<file path="src/design/ppsq_pkg.sv">
//==============================================================================
// ppsq_pkg
// Types and codes shared by the priority packet send queues.
//==============================================================================
package ppsq_pkg;

    localparam int ID_SPACE = 256;

    localparam logic [1:0] ACT_OFFER = 2'd0;
    localparam logic [1:0] ACT_ACK   = 2'd1;
    localparam logic [1:0] ACT_TICK  = 2'd2;
    localparam logic [1:0] ACT_NONE  = 2'd3;

    localparam logic [1:0] KIND_DATA     = 2'd0;
    localparam logic [1:0] KIND_COMMAND  = 2'd1;
    localparam logic [1:0] KIND_ACK      = 2'd2;
    localparam logic [1:0] KIND_RESPONSE = 2'd3;

    localparam logic [1:0] EV_NONE    = 2'd0;
    localparam logic [1:0] EV_SEND    = 2'd1;
    localparam logic [1:0] EV_ERROR   = 2'd2;
    localparam logic [1:0] EV_EXPIRED = 2'd3;

    localparam logic [1:0] Q_RELAY    = 2'd0;
    localparam logic [1:0] Q_RESPONSE = 2'd1;
    localparam logic [1:0] Q_COMMAND  = 2'd2;
    localparam logic [1:0] Q_NONE     = 2'd3;

    localparam logic [1:0] REG_NODE_ADDRESS   = 2'd0;
    localparam logic [1:0] REG_QUEUE_CAPACITY = 2'd1;
    localparam logic [1:0] REG_MAX_SENDS      = 2'd2;

    typedef struct packed {
        logic [1:0]  action;
        logic [7:0]  pkt_id;
        logic [1:0]  packet_kind;
        logic [7:0]  hop_limit;
        logic [15:0] source_address;
        logic [15:0] dest_address;
        logic [7:0]  payload_slot;
        logic [7:0]  acked_id;
    } ppsq_in_t;

    typedef struct packed {
        logic [1:0]  event_res;
        logic [1:0]  from_queue;
        logic [7:0]  out_id;
        logic [1:0]  out_kind;
        logic [7:0]  out_hop_limit;
        logic [15:0] out_source;
        logic [15:0] out_dest;
        logic [15:0] out_last_hop;
        logic [7:0]  out_slot;
        logic        accepted;
        logic        pending;
    } ppsq_out_t;

    typedef struct packed {
        logic [7:0]  id;
        logic [1:0]  kind;
        logic [7:0]  ttl;
        logic [15:0] src;
        logic [15:0] dst;
        logic [7:0]  slot;
    } ppsq_desc_t;

endpackage

</file>
<file path="src/design/priority_packet_send_queues_unit.sv">
//==============================================================================
// priority_packet_send_queues_unit
// Three descriptor queues sharing one strict-priority transmit scheduler.
//==============================================================================
// Usage: an item (offer, acknowledge or service tick) is taken when start is
// high and busy is low; busy then stays high until the single result beat has
// been shown on result with done high for one cycle. The receiver cannot stall.
// All three queues live in one descriptor memory (one row region per queue)
// with a registered read; send counts live in a second memory.
// Steps after an item is taken: an offer goes S_READ then S_DONE; a relay or
// response tick S_READ, S_TICK, S_DONE; a command tick passes S_TICK twice
// (descriptor read, then count read); a tick with all queues empty or an
// unused action goes S_READ then S_DONE. An acknowledge over the queued
// commands searches one entry a cycle; on a match each later entry is moved
// down one row by a read/write pair through the single memory port. The next
// item can be taken in the cycle after the result beat.
// After reset the send count memory is cleared, one entry a cycle; busy is
// high meanwhile and configuration writes are still taken (cfg_ready is always
// high). Registers reset to node 0, capacity 16 and five sends.
//==============================================================================
module priority_packet_send_queues_unit #(
    parameter int QUEUE_DEPTH = 16
) (
    input  logic                  clk,
    input  logic                  rst_n,
    input  logic                  start,
    input  ppsq_pkg::ppsq_in_t    operand,
    output logic                  busy,
    output logic                  done,
    output ppsq_pkg::ppsq_out_t   result,
    input  logic                  cfg_valid,
    output logic                  cfg_ready,
    input  logic [1:0]            cfg_index,
    input  logic [15:0]           cfg_data
);
    import ppsq_pkg::*;

    localparam int PW = (QUEUE_DEPTH > 1) ? $clog2(QUEUE_DEPTH) : 1;
    localparam int CW = $clog2(QUEUE_DEPTH + 1);
    localparam int IW = $clog2(ID_SPACE);
    localparam int AW = $clog2(3 * QUEUE_DEPTH);

    typedef enum logic [7:0] {
        S_CLEAR  = 8'b0000_0001,
        S_IDLE   = 8'b0000_0010,
        S_READ   = 8'b0000_0100,
        S_TICK   = 8'b0000_1000,
        S_SEARCH = 8'b0001_0000,
        S_SHRD   = 8'b0010_0000,
        S_SHWR   = 8'b0100_0000,
        S_DONE   = 8'b1000_0000
    } state_t;

    state_t state_reg, state_next;

    // One memory holds all three queues: row = queue * depth + slot.
    ppsq_desc_t  dmem [3*QUEUE_DEPTH];
    logic [3:0]  cmem [ID_SPACE];
    ppsq_desc_t  drd_reg;
    logic [3:0]  crd_reg;

    logic [PW-1:0] head_reg [3];
    logic [PW-1:0] tail_reg [3];
    logic [CW-1:0] cnt_reg  [3];

    logic [15:0] node_reg;
    logic [4:0]  cap_reg;
    logic [3:0]  maxs_reg;

    ppsq_in_t    in_reg;
    ppsq_out_t   res_reg, res_next;
    logic [CW-1:0] idx_reg, idx_next;
    logic [IW-1:0] clr_reg;

    logic        dwe, dre, cwe, cre;
    logic [1:0]  dwq, drq;
    logic [PW-1:0] dwa, dra;
    ppsq_desc_t  dwd;
    logic [IW-1:0] cwa, cra;
    logic [3:0]  cwd;

    logic [1:0]  pq, hq;
    logic [CW:0] capx;
    ppsq_desc_t  ind;
    logic        push_ok;

    function automatic logic [PW-1:0] wrap(input logic [PW-1:0] b, input logic [CW-1:0] o);
        logic [CW:0] s;
        s = {{(CW+1-PW){1'b0}}, b} + {1'b0, o};
        if (s >= (CW+1)'(QUEUE_DEPTH))
            s = s - (CW+1)'(QUEUE_DEPTH);
        return s[PW-1:0];
    endfunction

    function automatic logic [AW-1:0] row(input logic [1:0] q, input logic [PW-1:0] a);
        return AW'(q) * AW'(QUEUE_DEPTH) + AW'(a);
    endfunction

    assign cfg_ready = 1'b1;
    assign busy      = (state_reg != S_IDLE);
    assign done      = (state_reg == S_DONE);

    // pending reflects the queues after the operation has completed.
    always_comb
    begin
        result         = res_reg;
        result.pending = (cnt_reg[0] != '0) || (cnt_reg[1] != '0) || (cnt_reg[2] != '0);
    end

    always_comb
    begin
        ind = '{id: in_reg.pkt_id, kind: in_reg.packet_kind, ttl: in_reg.hop_limit,
                src: in_reg.source_address, dst: in_reg.dest_address,
                slot: in_reg.payload_slot};
        if (in_reg.dest_address != node_reg && in_reg.source_address != node_reg)
            pq = Q_RELAY;
        else if (in_reg.source_address == node_reg && in_reg.dest_address != node_reg)
            pq = (in_reg.packet_kind == KIND_COMMAND) ? Q_COMMAND : Q_RESPONSE;
        else
            pq = Q_NONE;
        capx = (cap_reg > QUEUE_DEPTH) ? (CW+1)'(QUEUE_DEPTH) : (CW+1)'(cap_reg);
        push_ok = (pq != Q_NONE) && ({1'b0, cnt_reg[(pq == Q_NONE) ? Q_RELAY : pq]} < capx);
        if (cnt_reg[0] != '0)      hq = Q_RELAY;
        else if (cnt_reg[1] != '0) hq = Q_RESPONSE;
        else                       hq = Q_COMMAND;
    end

    // Memory port control and next state.
    always_comb
    begin
        state_next = state_reg;
        res_next   = res_reg;
        idx_next   = idx_reg;
        dwe = 1'b0; dre = 1'b0; cwe = 1'b0; cre = 1'b0;
        dwq = pq;   dwa = '0;  dwd = ind;
        drq = hq;   dra = head_reg[hq];
        cwa = '0;   cwd = '0;
        cra = IW'(drd_reg.id);
        case (state_reg)
            S_CLEAR:
            begin
                cwe = 1'b1;
                cwa = clr_reg;
                if (clr_reg == IW'(ID_SPACE - 1)) state_next = S_IDLE;
            end
            S_IDLE:
            begin
                if (start)
                begin
                    state_next = S_READ;
                    idx_next   = '0;
                end
            end
            S_READ:
            begin
                res_next = '0;
                case (in_reg.action)
                    ACT_OFFER:
                    begin
                        if (push_ok)
                        begin
                            dwe = 1'b1;
                            dwa = tail_reg[pq];
                        end
                        res_next.accepted = push_ok;
                        state_next = S_DONE;
                    end
                    ACT_ACK:
                    begin
                        drq = Q_COMMAND;
                        dra = head_reg[2];
                        dre = (cnt_reg[2] != '0);
                        state_next = (cnt_reg[2] != '0) ? S_SEARCH : S_DONE;
                    end
                    ACT_TICK:
                    begin
                        dre = (cnt_reg[0] | cnt_reg[1] | cnt_reg[2]) != '0;
                        state_next = dre ? S_TICK : S_DONE;
                    end
                    default: state_next = S_DONE;
                endcase
            end
            S_TICK:
            begin
                // drd_reg holds the head; for command heads read its count first.
                if (hq == Q_COMMAND && idx_reg == '0)
                begin
                    cre = 1'b1;
                    idx_next = CW'(1);
                end
                else
                begin
                    res_next.from_queue  = hq;
                    res_next.out_id      = drd_reg.id;
                    res_next.out_kind    = drd_reg.kind;
                    res_next.out_hop_limit = drd_reg.ttl;
                    res_next.out_source  = drd_reg.src;
                    res_next.out_dest    = drd_reg.dst;
                    res_next.out_slot    = drd_reg.slot;
                    if (hq == Q_RELAY)
                    begin
                        if (drd_reg.ttl > 8'd1)
                        begin
                            res_next.event_res     = EV_SEND;
                            res_next.out_hop_limit = drd_reg.ttl - 8'd1;
                            res_next.out_last_hop  = node_reg;
                        end
                        else
                            res_next.event_res = EV_EXPIRED;
                    end
                    else if (hq == Q_RESPONSE)
                        res_next.event_res = EV_SEND;
                    else
                    begin
                        cwe = 1'b1;
                        cwa = IW'(drd_reg.id);
                        if (crd_reg >= maxs_reg)
                        begin
                            res_next.event_res = EV_ERROR;
                            cwd = '0;
                        end
                        else
                        begin
                            res_next.event_res = EV_SEND;
                            cwd = crd_reg + 4'd1;
                        end
                    end
                    state_next = S_DONE;
                end
            end
            S_SEARCH:
            begin
                drq = Q_COMMAND;
                if (drd_reg.id == in_reg.acked_id)
                begin
                    res_next.accepted = 1'b1;
                    cwe = 1'b1;
                    cwa = IW'(in_reg.acked_id);
                    cwd = '0;
                    if (idx_reg + CW'(1) < cnt_reg[2])
                    begin
                        dre = 1'b1;
                        dra = wrap(head_reg[2], idx_reg + CW'(1));
                        state_next = S_SHWR;
                    end
                    else
                        state_next = S_DONE;
                end
                else if (idx_reg + CW'(1) < cnt_reg[2])
                begin
                    dre = 1'b1;
                    dra = wrap(head_reg[2], idx_reg + CW'(1));
                    idx_next = idx_reg + CW'(1);
                end
                else
                    state_next = S_DONE;
            end
            S_SHWR:
            begin
                // drd_reg holds entry idx+1; move it down to idx. The count
                // has already dropped by one for the removed entry.
                dwe = 1'b1;
                dwq = Q_COMMAND;
                dwa = wrap(head_reg[2], idx_reg);
                dwd = drd_reg;
                idx_next = idx_reg + CW'(1);
                state_next = (idx_reg + CW'(1) < cnt_reg[2]) ? S_SHRD : S_DONE;
            end
            S_SHRD:
            begin
                drq = Q_COMMAND;
                dre = 1'b1;
                dra = wrap(head_reg[2], idx_reg + CW'(1));
                state_next = S_SHWR;
            end
            S_DONE:
            begin
                state_next = S_IDLE;
            end
            default: state_next = S_IDLE;
        endcase
    end

    always_ff @(posedge clk)
    begin
        if (dwe) dmem[row(dwq, dwa)] <= dwd;
        if (dre) drd_reg <= dmem[row(drq, dra)];
        if (cwe) cmem[cwa] <= cwd;
        if (cre) crd_reg <= cmem[cra];
    end

    always_ff @(posedge clk or negedge rst_n)
    begin
        if (!rst_n)
        begin
            state_reg <= S_CLEAR;
            clr_reg   <= '0;
            idx_reg   <= '0;
            res_reg   <= '0;
            in_reg    <= '0;
            node_reg  <= '0;
            cap_reg   <= 5'd16;
            maxs_reg  <= 4'd5;
            for (int q = 0; q < 3; q++)
            begin
                head_reg[q] <= '0;
                tail_reg[q] <= '0;
                cnt_reg[q]  <= '0;
            end
        end
        else
        begin
            state_reg <= state_next;
            idx_reg   <= idx_next;
            if (state_reg == S_CLEAR) clr_reg <= clr_reg + 1'b1;
            if (state_reg == S_IDLE && start) in_reg <= operand;
            if (cfg_valid)
            begin
                case (cfg_index)
                    REG_NODE_ADDRESS:   node_reg <= cfg_data;
                    REG_QUEUE_CAPACITY: cap_reg  <= cfg_data[4:0];
                    REG_MAX_SENDS:      maxs_reg <= cfg_data[3:0];
                    default: ;
                endcase
            end
            if (state_reg != S_DONE) res_reg <= res_next;
            // Pointer and count updates for offers, ticks and matched acknowledges.
            if (state_reg == S_READ && in_reg.action == ACT_OFFER && push_ok)
            begin
                tail_reg[pq] <= wrap(tail_reg[pq], CW'(1));
                cnt_reg[pq]  <= cnt_reg[pq] + CW'(1);
            end
            if (state_reg == S_TICK && !(hq == Q_COMMAND && idx_reg == '0))
            begin
                if (hq != Q_COMMAND || crd_reg >= maxs_reg)
                begin
                    head_reg[hq] <= wrap(head_reg[hq], CW'(1));
                    cnt_reg[hq]  <= cnt_reg[hq] - CW'(1);
                end
            end
            if (state_reg == S_SEARCH && drd_reg.id == in_reg.acked_id)
            begin
                tail_reg[2] <= wrap(tail_reg[2], CW'(QUEUE_DEPTH - 1));
                cnt_reg[2]  <= cnt_reg[2] - CW'(1);
            end
        end
    end

endmodule

</file>
<file path="config.mk">
export PLATFORM = sky130hd
export DESIGN_NAME = priority_packet_send_queues_unit
export DESIGN_NICKNAME = d
export VERILOG_FILES = /design/src/design/ppsq_pkg.sv /design/src/design/priority_packet_send_queues_unit.sv
export SDC_FILE = /design/constraint.sdc
export NUM_CORES = 2
export LEC_CHECK = 0
export BUFFER_PORTS_ARGS = -buffer_cell sky130_fd_sc_hd__buf_2
export CORE_AREA = 2 2 553 555
export DETAILED_ROUTE_END_ITERATION = 8
export DIE_AREA = 0 0 555 557
export PLACE_DENSITY_LB_ADDON = 0.08
export SYNTH_ARGS = -nofsm -noshare
export SYNTH_HDL_FRONTEND = slang
export SYNTH_SLANG_ARGS = --single-unit
</file>
<file path="constraint.sdc">
create_clock -name clk -period 22.4 [get_ports clk]
set_clock_uncertainty 0.1 [all_clocks]
set_input_delay 6.72 -clock clk [delete_from_list [all_inputs] [get_ports clk]]
set_output_delay 6.72 -clock clk [all_outputs]
set_load 0.02 [all_outputs]
</file>
Word level (Yosys, flattened, before mapping) --
Memory sizes are Yosys's and may differ from the RTL's. A register that Yosys moved wholly into a read port is not among the register bits. Cells that the tools add are included. Widths: inputs -> output; s select.
Cells by class: add/sub/neg operators 19, order comparisons 15, equality and inequality tests 35, muxes and demuxes 114, bitwise operators 5, reduce and logical (&&, ||, !) cells 37
Operators with widths (number):
- $pmux 78 s2 | 1
- $mux 8 | 15
- $mux 4 | 25
- $mux 78 | 1
- $mux 5 | 14
- $mux 58 | 1
- $pmux 8 s7 | 1
- $mux 15 | 3
- $mux 16 | 2
- $ne 16x16->1 | 2
- $bmux 5 s2 | 3
- $bwmux 15 | 2
- $bwmux 12 | 2
- $mux 2 | 12
- $pmux 8 s3 | 1
- $demux 5 s2 | 2
- $pmux 5 s4 | 1
- $reduce_bool 5->1 | 4
- $sub 4x1->4 const B | 5
- $ne 2x2->1 const B | 9
- $bmux 4 s2 | 2
- $demux 4 s2 | 2
- $eq 16x16->1 | 1
- $eq 8x8->1 const B | 2
- other kinds (52) | 112
Storage, ports and cells: flip-flop bits (word level) 232, memory bits (writable) 3808, input bits 90, output and inout port bits 83, word-level logic and storage cells 260, memories kept 2
Memory list:
- dmem | words 48, width 58, rd ports 1, clocked after memory_dff 1, write ports 1, line priority_packet_send_queues_unit.sv:57 | ppsq_desc_t dmem [3*QUEUE_DEPTH];
- cmem | words 256, width 4, rd ports 1, clocked after memory_dff 1, write ports 1, line priority_packet_send_queues_unit.sv:58 | logic [3:0] cmem [ID_SPACE];

Depth between registers and ports, before layout --
depth in word-level cells 18, depth in mapped cells 18, mapped depth without buffers 15

Worst setup path after synthesis --
No wires, ideal clock.
kind reg-to-reg, from reg state_reg[2], to mem cmem[0][2] (data pin), setup time 1396 ps, arrival 8173 ps, data required time 20904 ps, slack 12731 ps, stages on the path, launching flop included 10, buffers on the path 2, period minus slack after synthesis 9669 ps, cells stage by stage dfrtp_1 -> clkbuf_1 -> or3_1 -> or4_1 -> nor3b_2 -> nand2_1 -> nor2_1 -> buf_2 -> nand2_1 -> nor2_1
Between the ends: cells in the longest elaborated chain, start to end 2
Ends and longest elaborated chain:
- start: declaration | line priority_packet_send_queues_unit.sv:54 | state_t state_reg, state_next;
- start signal: assignment | line priority_packet_send_queues_unit.sv:313 | state_reg <= state_next;
- $eq 8x4->1 | line priority_packet_send_queues_unit.sv:139 | case (state_reg)
- $mux 4
- net cwd[2] | line priority_packet_send_queues_unit.sv:80 | logic [3:0] cwd;
- end: declaration | line priority_packet_send_queues_unit.sv:58
The timed path passes the listed nets, and every way through them passes these cells.

==> flow_metrics.tcl <==
set metrics [dict create \
    coreArea_um2 304000 \
    vias_per_cell 6.60 \
    synthesis.area_um2 163000 \
    synth_ff_type "edfxtp_1" \
    nets 10800 \
    post-route-drc-count 0 \
    wl_um 507000 \
    clk_path_buf_depth 4 \
    synthAdderAreaFrac 0.00285 \
    ys_seq_area_frac 0.748 \
    r2r_start "idx_reg[2]$_DFFE_PN0P_" \
    slew_violations 0 \
    p_sw_frac 0.331 \
    clock_sinks 4102 \
    htreeDepth 5 \
    hold_buffers 0 \
    numPortBuffers 171 \
    reg2reg_depth 20 \
    synth.distinct_cells 91 \
    layout_setup_ws_ns 12.03 \
    grt_max_degree 181 \
    num_vias 98900 \
    rows 203 \
    vdd_ir_drop_max_mv 0.152 \
    p_int_mw 14.8 \
    dpl_worst_slack_ns 13.02 \
    dp_cells 14200 \
    p_seq_frac 0.424 \
    whs_ns 0.367 \
    synthMuxAreaShare 0.0805 \
    synth_top_family_by_area "simple AND/OR/NAND/NOR gates" \
    yosys_warnings 0 \
    grt_usage 0.325 \
    largest_register_ffs 2784 \
    place_hpwl_um 280000 \
    finalHoldViolations 0 \
    end_kind "primary output" \
    min-delay-start "tail_reg[7]$_DFFE_PN0P_" \
    clkPwrFrac 0.315 \
    holdPathEnd "tail_reg[7]$_DFFE_PN0P_" \
    synth-async-reset-ratio 0.0566 \
    drtIter0Drc 15100 \
    min_period_ns 10.37 \
    synth_nets 10600 \
    setup_viol 0 \
    maxSlewHeadroom 0.0946 \
    syn_avg_cell_area_um2 15.6 \
    synth-simple-area-share 0.0811 \
    area_growth_pct 11.9 \
    dpl_cell_area_um2 169000 \
    start_util 0.537 \
    grt_pass1_vias 94900 \
    timing.fmax_mhz 96.4 \
    tns_ns 0 \
    antenna_found_initial 19 \
    fp.dieW_um 555 \
    ys_ff_latch 4102 \
    pwr-share-comb 0.261 \
    cp_max_fo 12 \
    p_sw_mw 7.32 \
    cts_resized 0 \
    clkTransAtPathRegs_ns 0.06 \
    antenna_left 0 \
    final.period_utilization 0.463 \
    final_area_um2 183000 \
    ios 173 \
    worst-setup-path-type "flip-flop to primary output" \
    grt.overflow.total 0 \
    drt-wirelength-per-cell_um 33.8 \
    post_cts_buffers 0 \
    synth_edf_count 3870 \
    drv_cap 0 \
    p_leak_nw 62.2 \
    rsz0062_at_grt "no" \
    status "finished, final reports clean" \
    die_area_um2 309000 \
    synthCells 10400 \
    worstSetupStartpointType "flip-flop" \
    hold_depth 2 \
    worstMarginPinSlew_ns 1.35 \
    fill_cells 22600 \
    p_per_area_nw_per_um2 121 \
    tritoncts "done" \
    min_path_type "flip-flop to flip-flop" \
    reg2reg_to "cra[2]$_DFFE_PP_" \
    die_h_um 557 \
    place_congestion 0.863 \
    synth_xor_area_frac 0.00440 \
    crit_arrival_ns 3.55 \
    synth-compound-area-share 0.0632 \
    clk_latency_ns 0.98 \
    r2r_setup_slack_ns 13.77 \
    fin_cells 15000 \
    grt_pass1_wl_um 715000 \
    cts_buffers 420 \
    top_register "dmem" \
    firstDrtPassIters 6 \
    required_ns 15.58 \
    clk_root_buffer_cell "clkbuf_16" \
    layout-drive-gt1-share 0.146 \
]
==> critical path: stages (launching register included) <==
cell and delay (ns):
dfrtp_1 0.43, nor4_4 0.47, nand2_1 0.40, nor3_1 0.81, nand3_1 0.26, buf_2 0.23
==> final cells by class <==
cell class	count	area, um2	share of cell area
Inverter	30	114	0.000624
Clock inverter	255	2660	0.0146
Clock buffer	518	11000	0.0604
Sequential cell	4102	122000	0.668
Multi-Input combinational cell	5621	38600	0.211
Timing Repair Buffer	460	3200	0.0175
Antenna cell	3	7.51	0.0000411
Tap cell	3997	5000	0.0274
==> cell usage after synthesis (all sizes together) (34+ instances only) <==
| master | count | area share |
|---|---|---|
| edfxtp | 3870 | 0.71 |
| nand2 | 1919 | 0.044 |
| mux2i | 499 | 0.031 |
| nand3 | 485 | 0.015 |
| a21oi | 415 | 0.013 |
| nor2 | 378 | 0.0089 |
| clkbuf | 354 | 0.0082 |
| o21ai | 353 | 0.011 |
| mux4 | 340 | 0.047 |
| buf | 317 | 0.011 |
| dfrtp | 228 | 0.035 |
| a32o | 134 | 0.0082 |
| nor3 | 125 | 0.0040 |
| a221oi | 114 | 0.0061 |
| a22o | 106 | 0.0057 |
| and3 | 76 | 0.0029 |
| a311oi | 63 | 0.0034 |
| o22ai | 56 | 0.0021 |
| a41oi | 53 | 0.0028 |
| o221ai | 53 | 0.0028 |
| nor4 | 44 | 0.0019 |
| mux2 | 42 | 0.0029 |
| xnor2 | 41 | 0.0022 |
| xor2 | 41 | 0.0022 |
| ha | 34 | 0.0026 |
==> cell usage in the layout, fill, tap and decap left out, drive strengths merged, types with 9 or more instances in the layout <==
master / instances
a21o: 9
a21oi: 415
a221o: 27
a221oi: 114
a22o: 106
a311oi: 63
a31oi: 23
a32o: 134
a32oi: 13
a41oi: 53
and2: 11
and3: 76
buf: 460
bufinv: 42
clkbuf: 518
clkinv: 196
clkinvlp: 11
dfrtp: 228
edfxtp: 3870
ha: 34
inv: 36
mux2: 42
mux2i: 499
mux4: 340
nand2: 1919
nand3: 485
nand4: 21
nor2: 378
nor2b: 9
nor3: 125
nor4: 44
o211ai: 11
o21ai: 353
o221a: 27
o221ai: 53
o22ai: 56
or2: 9
xnor2: 41
xor2: 41
==> per-layer routing <==
layer / up-vias / routed length, um / global-route usage
li1: 40700 / - / -
met1: 51100 / 206000 / 0.486
met2: 6082 / 223000 / 0.480
met3: 1019 / 59400 / 0.0665
met4: 0 / 19100 / 0.108
met5: - / 0 / 0
==> power groups by stage <==
stage                     Clock [mW]  Sequential (mW)  Combinational (mW)
final                           6.97             9.37                5.76
after global routing            7.33             9.38                6.06
after floorplan                    0             9.52                3.57
after CTS                       7.03             9.37                5.64
after global placement             0             9.52                5.53
after detailed placement           0             9.52                5.62
==> worst max path at each step <==
stage,startpoint,to,depth (start not counted)
floorplan,state_reg[2]$_DFFE_PN0P_,cmem[0][2]$_DFFE_PP_,9
global placement,cnt_reg[13]$_DFF_PN0_,result[0],5
detailed placement,cnt_reg[13]$_DFF_PN0_,result[0],5
CTS,cnt_reg[12]$_DFF_PN0_,result[0],5
global route,cnt_reg[12]$_DFF_PN0_,result[0],5
finish,cnt_reg[12]$_DFF_PN0_,result[0],5
==> stage by stage <==
step                      utilization  power (mW)
after detailed placement        0.556        15.1
after CTS                       0.601        22.0
after floorplan                     -        13.1
after global routing            0.601        22.8
final                           0.601        22.1
after global placement          0.556        15.1
==> kinds of logic after synthesis <==
logic type      after synthesis
mux                         881
buf+inv                     701
simple gates               3125
flops                      4102
other cells                   1
fa+ha+maj                    36
compound gates             1496
xor+xnor                     82
Note: power is estimated with default switching activity, not from simulation.
